==> src/rtl/aes_pkg.sv <==
// ---------------------------------------------------------------------------
// aes_pkg
// Shared types, constants and byte-level functions for the AES-128 core.
// ---------------------------------------------------------------------------
package aes_pkg;

    localparam int ROUNDS_DEFAULT = 10;
    localparam int CFG_IDX_W      = 1;

    typedef enum logic [CFG_IDX_W-1:0] {
        REG_KEY_HIGH = 1'b0,
        REG_KEY_LOW  = 1'b1
    } cfg_reg_t;

    typedef enum logic {
        KIND_ENCRYPT = 1'b0,
        KIND_DECRYPT = 1'b1
    } kind_t;

    // commands from controller to datapath
    typedef struct packed {
        logic load;       // take a new block, add the first round key
        logic do_round;   // run one middle or final round
        logic last_round; // no mix columns in this round
        logic key_start;  // load key halves into the expansion registers
        logic key_step;   // derive next round key
    } aes_cmd_t;

    function automatic logic [7:0] xtime(input logic [7:0] v);
        xtime = {v[6:0], 1'b0} ^ (v[7] ? 8'h1b : 8'h00);
    endfunction

    function automatic logic [7:0] sbox(input logic [7:0] a);
        logic [7:0] t [256];
        t = '{
        8'h63,8'h7C,8'h77,8'h7B,8'hF2,8'h6B,8'h6F,8'hC5,8'h30,8'h01,8'h67,8'h2B,8'hFE,8'hD7,8'hAB,8'h76,
        8'hCA,8'h82,8'hC9,8'h7D,8'hFA,8'h59,8'h47,8'hF0,8'hAD,8'hD4,8'hA2,8'hAF,8'h9C,8'hA4,8'h72,8'hC0,
        8'hB7,8'hFD,8'h93,8'h26,8'h36,8'h3F,8'hF7,8'hCC,8'h34,8'hA5,8'hE5,8'hF1,8'h71,8'hD8,8'h31,8'h15,
        8'h04,8'hC7,8'h23,8'hC3,8'h18,8'h96,8'h05,8'h9A,8'h07,8'h12,8'h80,8'hE2,8'hEB,8'h27,8'hB2,8'h75,
        8'h09,8'h83,8'h2C,8'h1A,8'h1B,8'h6E,8'h5A,8'hA0,8'h52,8'h3B,8'hD6,8'hB3,8'h29,8'hE3,8'h2F,8'h84,
        8'h53,8'hD1,8'h00,8'hED,8'h20,8'hFC,8'hB1,8'h5B,8'h6A,8'hCB,8'hBE,8'h39,8'h4A,8'h4C,8'h58,8'hCF,
        8'hD0,8'hEF,8'hAA,8'hFB,8'h43,8'h4D,8'h33,8'h85,8'h45,8'hF9,8'h02,8'h7F,8'h50,8'h3C,8'h9F,8'hA8,
        8'h51,8'hA3,8'h40,8'h8F,8'h92,8'h9D,8'h38,8'hF5,8'hBC,8'hB6,8'hDA,8'h21,8'h10,8'hFF,8'hF3,8'hD2,
        8'hCD,8'h0C,8'h13,8'hEC,8'h5F,8'h97,8'h44,8'h17,8'hC4,8'hA7,8'h7E,8'h3D,8'h64,8'h5D,8'h19,8'h73,
        8'h60,8'h81,8'h4F,8'hDC,8'h22,8'h2A,8'h90,8'h88,8'h46,8'hEE,8'hB8,8'h14,8'hDE,8'h5E,8'h0B,8'hDB,
        8'hE0,8'h32,8'h3A,8'h0A,8'h49,8'h06,8'h24,8'h5C,8'hC2,8'hD3,8'hAC,8'h62,8'h91,8'h95,8'hE4,8'h79,
        8'hE7,8'hC8,8'h37,8'h6D,8'h8D,8'hD5,8'h4E,8'hA9,8'h6C,8'h56,8'hF4,8'hEA,8'h65,8'h7A,8'hAE,8'h08,
        8'hBA,8'h78,8'h25,8'h2E,8'h1C,8'hA6,8'hB4,8'hC6,8'hE8,8'hDD,8'h74,8'h1F,8'h4B,8'hBD,8'h8B,8'h8A,
        8'h70,8'h3E,8'hB5,8'h66,8'h48,8'h03,8'hF6,8'h0E,8'h61,8'h35,8'h57,8'hB9,8'h86,8'hC1,8'h1D,8'h9E,
        8'hE1,8'hF8,8'h98,8'h11,8'h69,8'hD9,8'h8E,8'h94,8'h9B,8'h1E,8'h87,8'hE9,8'hCE,8'h55,8'h28,8'hDF,
        8'h8C,8'hA1,8'h89,8'h0D,8'hBF,8'hE6,8'h42,8'h68,8'h41,8'h99,8'h2D,8'h0F,8'hB0,8'h54,8'hBB,8'h16};
        sbox = t[a];
    endfunction

    function automatic logic [7:0] inv_sbox(input logic [7:0] a);
        logic [7:0] t [256];
        t = '{
        8'h52,8'h09,8'h6A,8'hD5,8'h30,8'h36,8'hA5,8'h38,8'hBF,8'h40,8'hA3,8'h9E,8'h81,8'hF3,8'hD7,8'hFB,
        8'h7C,8'hE3,8'h39,8'h82,8'h9B,8'h2F,8'hFF,8'h87,8'h34,8'h8E,8'h43,8'h44,8'hC4,8'hDE,8'hE9,8'hCB,
        8'h54,8'h7B,8'h94,8'h32,8'hA6,8'hC2,8'h23,8'h3D,8'hEE,8'h4C,8'h95,8'h0B,8'h42,8'hFA,8'hC3,8'h4E,
        8'h08,8'h2E,8'hA1,8'h66,8'h28,8'hD9,8'h24,8'hB2,8'h76,8'h5B,8'hA2,8'h49,8'h6D,8'h8B,8'hD1,8'h25,
        8'h72,8'hF8,8'hF6,8'h64,8'h86,8'h68,8'h98,8'h16,8'hD4,8'hA4,8'h5C,8'hCC,8'h5D,8'h65,8'hB6,8'h92,
        8'h6C,8'h70,8'h48,8'h50,8'hFD,8'hED,8'hB9,8'hDA,8'h5E,8'h15,8'h46,8'h57,8'hA7,8'h8D,8'h9D,8'h84,
        8'h90,8'hD8,8'hAB,8'h00,8'h8C,8'hBC,8'hD3,8'h0A,8'hF7,8'hE4,8'h58,8'h05,8'hB8,8'hB3,8'h45,8'h06,
        8'hD0,8'h2C,8'h1E,8'h8F,8'hCA,8'h3F,8'h0F,8'h02,8'hC1,8'hAF,8'hBD,8'h03,8'h01,8'h13,8'h8A,8'h6B,
        8'h3A,8'h91,8'h11,8'h41,8'h4F,8'h67,8'hDC,8'hEA,8'h97,8'hF2,8'hCF,8'hCE,8'hF0,8'hB4,8'hE6,8'h73,
        8'h96,8'hAC,8'h74,8'h22,8'hE7,8'hAD,8'h35,8'h85,8'hE2,8'hF9,8'h37,8'hE8,8'h1C,8'h75,8'hDF,8'h6E,
        8'h47,8'hF1,8'h1A,8'h71,8'h1D,8'h29,8'hC5,8'h89,8'h6F,8'hB7,8'h62,8'h0E,8'hAA,8'h18,8'hBE,8'h1B,
        8'hFC,8'h56,8'h3E,8'h4B,8'hC6,8'hD2,8'h79,8'h20,8'h9A,8'hDB,8'hC0,8'hFE,8'h78,8'hCD,8'h5A,8'hF4,
        8'h1F,8'hDD,8'hA8,8'h33,8'h88,8'h07,8'hC7,8'h31,8'hB1,8'h12,8'h10,8'h59,8'h27,8'h80,8'hEC,8'h5F,
        8'h60,8'h51,8'h7F,8'hA9,8'h19,8'hB5,8'h4A,8'h0D,8'h2D,8'hE5,8'h7A,8'h9F,8'h93,8'hC9,8'h9C,8'hEF,
        8'hA0,8'hE0,8'h3B,8'h4D,8'hAE,8'h2A,8'hF5,8'hB0,8'hC8,8'hEB,8'hBB,8'h3C,8'h83,8'h53,8'h99,8'h61,
        8'h17,8'h2B,8'h04,8'h7E,8'hBA,8'h77,8'hD6,8'h26,8'hE1,8'h69,8'h14,8'h63,8'h55,8'h21,8'h0C,8'h7D};
        inv_sbox = t[a];
    endfunction

    function automatic logic [31:0] mix_col(input logic [31:0] c);
        logic [7:0] b0, b1, b2, b3;
        b0 = c[31:24]; b1 = c[23:16]; b2 = c[15:8]; b3 = c[7:0];
        mix_col = {xtime(b0) ^ xtime(b1) ^ b1 ^ b2 ^ b3,
                   b0 ^ xtime(b1) ^ xtime(b2) ^ b2 ^ b3,
                   b0 ^ b1 ^ xtime(b2) ^ xtime(b3) ^ b3,
                   xtime(b0) ^ b0 ^ b1 ^ b2 ^ xtime(b3)};
    endfunction

    // inverse mix via pre-multiply by {05,00,04,00} then forward mix
    function automatic logic [31:0] inv_mix_col(input logic [31:0] c);
        logic [7:0] b0, b1, b2, b3, u, v;
        b0 = c[31:24]; b1 = c[23:16]; b2 = c[15:8]; b3 = c[7:0];
        u = xtime(xtime(b0 ^ b2));
        v = xtime(xtime(b1 ^ b3));
        inv_mix_col = mix_col({b0 ^ u, b1 ^ v, b2 ^ u, b3 ^ v});
    endfunction

endpackage

==> src/rtl/aes_ctrl.sv <==
// ---------------------------------------------------------------------------
// aes_ctrl
// Sequencer for key expansion and round iteration.
// ---------------------------------------------------------------------------
module aes_ctrl
    import aes_pkg::*;
#(
    parameter int ROUNDS = ROUNDS_DEFAULT
)
(
    input  logic     clk,
    input  logic     rst_n,
    input  logic     key_write,
    input  logic     in_valid,
    output logic     in_ready,
    output logic     out_valid,
    input  logic     out_ready,
    output aes_cmd_t cmd
);
    localparam int CNT_W = $clog2(ROUNDS + 1);

    typedef enum logic [3:0] {
        ST_KEY   = 4'b0001,
        ST_IDLE  = 4'b0010,
        ST_RUN   = 4'b0100,
        ST_DONE  = 4'b1000
    } state_t;

    state_t             state_reg, state_next;
    logic [CNT_W-1:0]   cnt_reg, cnt_next;
    logic               key_start_reg, key_start_next;

    always_ff @(posedge clk or negedge rst_n)
    begin
        if (!rst_n)
        begin
            state_reg     <= ST_KEY;
            cnt_reg       <= '0;
            key_start_reg <= 1'b1;
        end
        else
        begin
            state_reg     <= state_next;
            cnt_reg       <= cnt_next;
            key_start_reg <= key_start_next;
        end
    end

    always_comb
    begin
        state_next     = state_reg;
        cnt_next       = cnt_reg;
        // a pending key request is held until the schedule restarts
        key_start_next = key_write || (key_start_reg && state_reg != ST_KEY);
        cmd            = '0;
        in_ready       = 1'b0;
        out_valid      = 1'b0;
        unique case (state_reg)
            ST_KEY:
            begin
                // forward expansion walks the key schedule to the last round
                if (key_start_reg)
                begin
                    cmd.key_start = 1'b1;
                    cnt_next      = '0;
                end
                else if (cnt_reg == CNT_W'(ROUNDS))
                    state_next = ST_IDLE;
                else
                begin
                    cmd.key_step = 1'b1;
                    cnt_next     = cnt_reg + 1'b1;
                end
            end
            ST_IDLE:
            begin
                in_ready = !key_write && !key_start_reg;
                if (key_start_reg)
                    state_next = ST_KEY;
                else if (in_valid && in_ready)
                begin
                    cmd.load   = 1'b1;
                    cnt_next   = CNT_W'(1);
                    state_next = ST_RUN;
                end
            end
            ST_RUN:
            begin
                cmd.do_round   = 1'b1;
                cmd.last_round = (cnt_reg == CNT_W'(ROUNDS));
                cnt_next       = cnt_reg + 1'b1;
                if (cnt_reg == CNT_W'(ROUNDS))
                    state_next = ST_DONE;
            end
            ST_DONE:
            begin
                out_valid = 1'b1;
                if (out_ready)
                    state_next = ST_IDLE;
            end
            default:
                state_next = ST_KEY;
        endcase
    end
endmodule

==> config.mk <==
export PLATFORM = sky130hd
export DESIGN_NAME = aes_ctrl
export DESIGN_NICKNAME = d
export VERILOG_FILES = /design/src/rtl/aes_pkg.sv /design/src/rtl/aes_ctrl.sv
export SDC_FILE = /design/constraint.sdc
export NUM_CORES = 1
export LEC_CHECK = 0
export BUFFER_PORTS_ARGS = -buffer_cell sky130_fd_sc_hd__buf_2
export CAP_MARGIN = 20
export CORE_AREA = 2 2 39 41
export CTS_CLUSTER_SIZE = 12
export DETAILED_ROUTE_END_ITERATION = 7
export DIE_AREA = 0 0 41 43
export GPL_TIMING_DRIVEN = 0
export PLACE_DENSITY = 0.74
export SLEW_MARGIN = 20
export SYNTH_ARGS = -nofsm -noshare
export SYNTH_HDL_FRONTEND = slang
export SYNTH_SLANG_ARGS = --single-unit
==> constraint.sdc <==
create_clock -name clk -period 2.3 [get_ports clk]
set_input_delay 0.23 -clock clk [delete_from_list [all_inputs] [get_ports clk]]
set_output_delay 0.23 -clock clk [all_outputs]
set_load 0.05 [all_outputs]
== Word level (Yosys, flattened, before mapping) ==
Index checks and enable logic that the tools add are counted.

* Reduce and logical (&&, ||, !) cells: 9
* Equal/unequal tests: 14
* Mux-type cells: 22
* Add/sub/neg operators: 1

{| class="wikitable"
|+ Operator list
! cell !! number
|-
| 2-to-1 mux 4 bit || 10
|-
| one-hot mux 4 bit (4 select lines) || 1
|-
| inequality test 2 bit (second input constant) || 6
|-
| one-hot mux 4 bit (3 select lines) || 1
|-
| equality test 4 bit (second input constant) || 2
|-
| 2-to-1 mux 1 bit || 8
|-
| inequality test 3 bit (second input constant) || 2
|-
| AND reduction 5 bit || 1
|-
| adder 4 x 1 -> 4 bit (second input constant) || 1
|-
| equality test 4 x 1 -> 1 bit (second input constant) || 1
|-
| equality test 4 x 2 -> 1 bit (second input constant) || 1
|-
| equality test 4 x 3 -> 1 bit (second input constant) || 1
|-
| 2-to-1 mux 2 bit || 2
|-
| inequality test 4 x 1 -> 1 bit (second input constant) || 1
|-
| AND reduction 4 bit || 1
|-
| logical AND 1 bit || 3
|-
| nonzero test 3 bit || 1
|-
| zero test 1 bit || 2
|-
| logical OR 1 bit || 1
|}

* Flip-flop bits (word level): 9
* Logic and storage cells: 49
* Input port bits: 5
* Output and inout bits: 7

== Depth between registers and ports, before layout ==
* Depth after elaboration: 6
* Mapped depth: 6
* Mapped depth without buffers: 6

== Worst setup path before layout ==
Ideal clock, no wire load.

* Path kind: reg-to-output
* Start point: register state_reg[0]
* End point: output cmd[0] in the netlist's numbering
* Data required time: 2.070 ns
* Path buffers: 1
* Arrival: 2.169 ns
* Slack: -0.099 ns
* Stages on the path, launching flop included: 4
* Cells stage by stage: dfstp_2 -> buf_6 -> or4b_4 -> nor3_1

{| class="wikitable"
|+ RTL lines
! element !! line !! source
|-
| start: declaration || aes_ctrl.sv:29 || <nowiki>state_t state_reg, state_next;</nowiki>
|-
| start signal: assignment || aes_ctrl.sv:43 || <nowiki>state_reg <= state_next;</nowiki>
|-
| end: declaration || aes_ctrl.sv:18 || <nowiki>output aes_cmd_t cmd</nowiki>
|}

==> flow_summary_export.csv <==
group,metric,value,unit
global_routing,grt_first_pass_wirelength,2170,um
setup_path,cp_slowest_stage_delay,0.54,ns
setup_path,critical_path.startpoint_type,"flop",
routing,vias,556,
clock_tree,cts_tree,"built",
synth,synthCells,67,
placement,detailed_place_hpwl,940,um
cells_and_area,finish.net_count,91,
die,chipWidth,41,um
routing,detailedRoute.firstIterationViolations,8,
synth,mappedNetlistNets,74,
routing,detail_route.wl_per_cell,13.0,um
global_routing,antenna_found_initial,0,
global_routing,globalRoute.totalOverflow,0,
sta,timing.final.hold_violations,0,
synth,synth_sequential_area_ratio,35.1,%
die,die-area,1760,sq um
power_and_ir_drop,total_leakage_power,0.000365,uW
placement,globalplace.congestion,0.780,
routing,routed_wl,1290,um
global_routing,grt_usage,18.2,%
flow_run,maxCapViolCount,0,
placement,buffer_ports.inserted,11,
cells_and_area,area_growth,17.9,%
routing,drc_errors,0,
sta,timing.setup.tns,0,ns
die,die_height,43,um
clock_tree,tritoncts.num_buffers,3,
sta,final.period_utilization,89.4,%
setup_path,crit_path_top_delay_cell,"sky130_fd_sc_hd__dfstp_2",
setup_path,crit_fanout,10,
clock_tree,h-tree-depth,1,
synth,async_flop_share,100,%
clock_tree,clk-insertion-delay-late,0.26,ns
cells_and_area,insertedDiodeCount,0,
clock_tree,clk_path_buf_depth,2,
sta,tightestPinTransition,0.355,ns
die,initial_core_util,46.9,%
hold_path,hold_path.class,"input pin to flop",
setup_path,cp_endpoint_kind,"output port",
hold_path,hold-path-cell-count,2,
sta,max_clock_freq,486,MHz
cells_and_area,final_core_utilization,55.3,%
setup_path,timing.setup.critical_path_class,"flop to output port",
sta,worst_clock_skew,0.00218,ns
power_and_ir_drop,p_per_area,1010,nW/um^2
global_routing,pin_count_of_the_biggest_net_entering_global_routing,11,
clock_tree,cts_num_sinks,9,
synth,yosysWarnings,0,
clock_tree,clockRootBuffer,"sky130_fd_sc_hd__clkbuf_4",
setup_path,crit_path_cell_trace,"buf_6 -> or4b_4 -> nor3_2 -> buf_2",
clock_tree,cts.clk_slew.worst_paths,0.06,ns
setup_path,worst-endpoint-required,2.07,ns
routing,drt_pass_1_iters,4,
die,pin_count,12,
cells_and_area,final_layout_size_suffix_gt1_share,36.1,%
synth,syn-cell-area,649,sq um
setup_path,worst_r2r_path_depth,5,
global_routing,vias_in_the_first_global_route,490,
outcome,outcome,"finished clean",
clock_tree,cts_post_setup_buffers_inserted,0,
sta,final-max-slew-violation-count,0,
synth,number_of_flops_mapped_to_enable_cells_by_yosys,0,
sta,min_period,2.06,ns
sta,grt_setup_unrepaired,"false",
routing,ant_nets,0,
die,core_rows,14,
routing,viasPerCell,5.62,
power_and_ir_drop,finalPower,777,uW
synth,ys.flop_type,"sky130_fd_sc_hd__dfrtp_1",
setup_path,cp.arrival,1.83,ns
sta,maxSlewHeadroom,76.0,%
synth,avgSynthCellArea,9.69,sq um
power_and_ir_drop,ir_drop,0.464,mV
sta,finalSetupViolations,0,
synth,synth_cell_type_count,38,
synth,synth.ff_latch_count,9,
die,coreArea,1380,sq um
-- placed cells by master (no fill, tap or decap), drive strengths merged, types with 2 or more instances in the layout --
master  Yosys  layout
a21oi       3       3
a32oi       2       2
buf         4      15
clkbuf      0       4
dfrtp       7       7
dfstp       2       2
ha          2       2
inv         8       8
nand2       2       2
nand3       2       2
nor2        4       4
nor2b       2       2
nor3        2       2
nor3b       2       2
nor4        2       2
nor4b       2       2
o22ai       3       3
or4b        2       2
-- per-layer routing --
layer,routed length (um),up-vias,track usage [%]
li1,-,277,-
met1,638,263,26.5
met2,567,14,24.7
met3,68,2,4.71
met4,15,0,8.00
met5,0,-,0
-- what timing repair did --
action,in CTS,in global routing
setup endpoints to repair,0,0
endpoints found under the hold margin,7,0
gates resized for setup,0,0
hold buffers,1,0
-- cell families (layout without fill, tap and decap cells) --
group	Yosys count	count (layout)	share of synthesized area, %
compound gates	14	14	15.6
fa+ha+maj	2	2	3.85
buf+inv	12	28	10.0
flops	9	9	35.1
mux	2	2	3.85
simple gates	27	27	30.3
xor+xnor	1	1	1.35
-- cell type report --
class | count | area, sq um
Clock buffer | 4 | 26.3
Timing Repair Buffer | 12 | 65.1
Sequential cell | 9 | 228
Fill cell | 141 | 618
Tap cell | 16 | 20.0
Inverter | 8 | 30.0
Multi-Input combinational cell | 46 | 362
Buffer | 4 | 35.0
-- worst max-delay path: cells and delay by family (launching register included) --
kind | cells | cell delay, ns
buffers and inverters | 2 | 0.41
and+or+nand+nor | 2 | 0.61
DFF | 1 | 0.54
-- through the flow --
| step | setup WS, ns | area [sq um] | std cells | hold slack [ns] |
|---|---|---|---|---|
| detailed placement | 0.508 | 729 | 94 | 0.0951 |
| global route | 0.159 | 766 | 99 | 0.145 |
| finish | 0.244 | 766 | 99 | 0.160 |
| global placement | 0.512 | 729 | 94 | 0.0973 |
| floorplan | 0.310 | 654 | 67 | -0.0656 |
| CTS | 0.233 | 766 | 99 | 0.157 |
-- final timing paths --
check                                    startpoint                  endpoint  slack, ns
max in group asynchronous                     rst_n   key_start_reg$_DFF_PN1_       1.71
min in group asynchronous                     rst_n    cnt_reg[0]$_DFFE_PN0P_       0.34
min                                       out_ready  state_reg[3]$_DFFE_PN0P_       0.16
max                        state_reg[0]$_DFFE_PN1P_                    cmd[0]       0.24
min reg2reg                  cnt_reg[1]$_DFFE_PN0P_    cnt_reg[1]$_DFFE_PN0P_       0.58
max reg2reg                state_reg[0]$_DFFE_PN1P_    cnt_reg[1]$_DFFE_PN0P_       0.50
-- power by group --
part / total [uW] / leakage [uW] / switching (uW) / internal (uW)
Combinational: 399 / 0.000234 / 220 / 179
Clock: 124 / 0.0000150 / 57.4 / 67.0
Sequential: 253 / 0.000116 / 45.5 / 208
-- cell usage after synthesis (all sizes together) (3+ instances only) --
| library cell | number | area (sq um) |
|---|---|---|
| nor2 | 4 | 15.0 |
| o22ai | 3 | 18.8 |
| a21oi | 3 | 18.8 |
| inv | 8 | 30.0 |
| buf | 4 | 35.0 |
| dfrtp | 7 | 175 |
(Power assumes the default switching activity.)
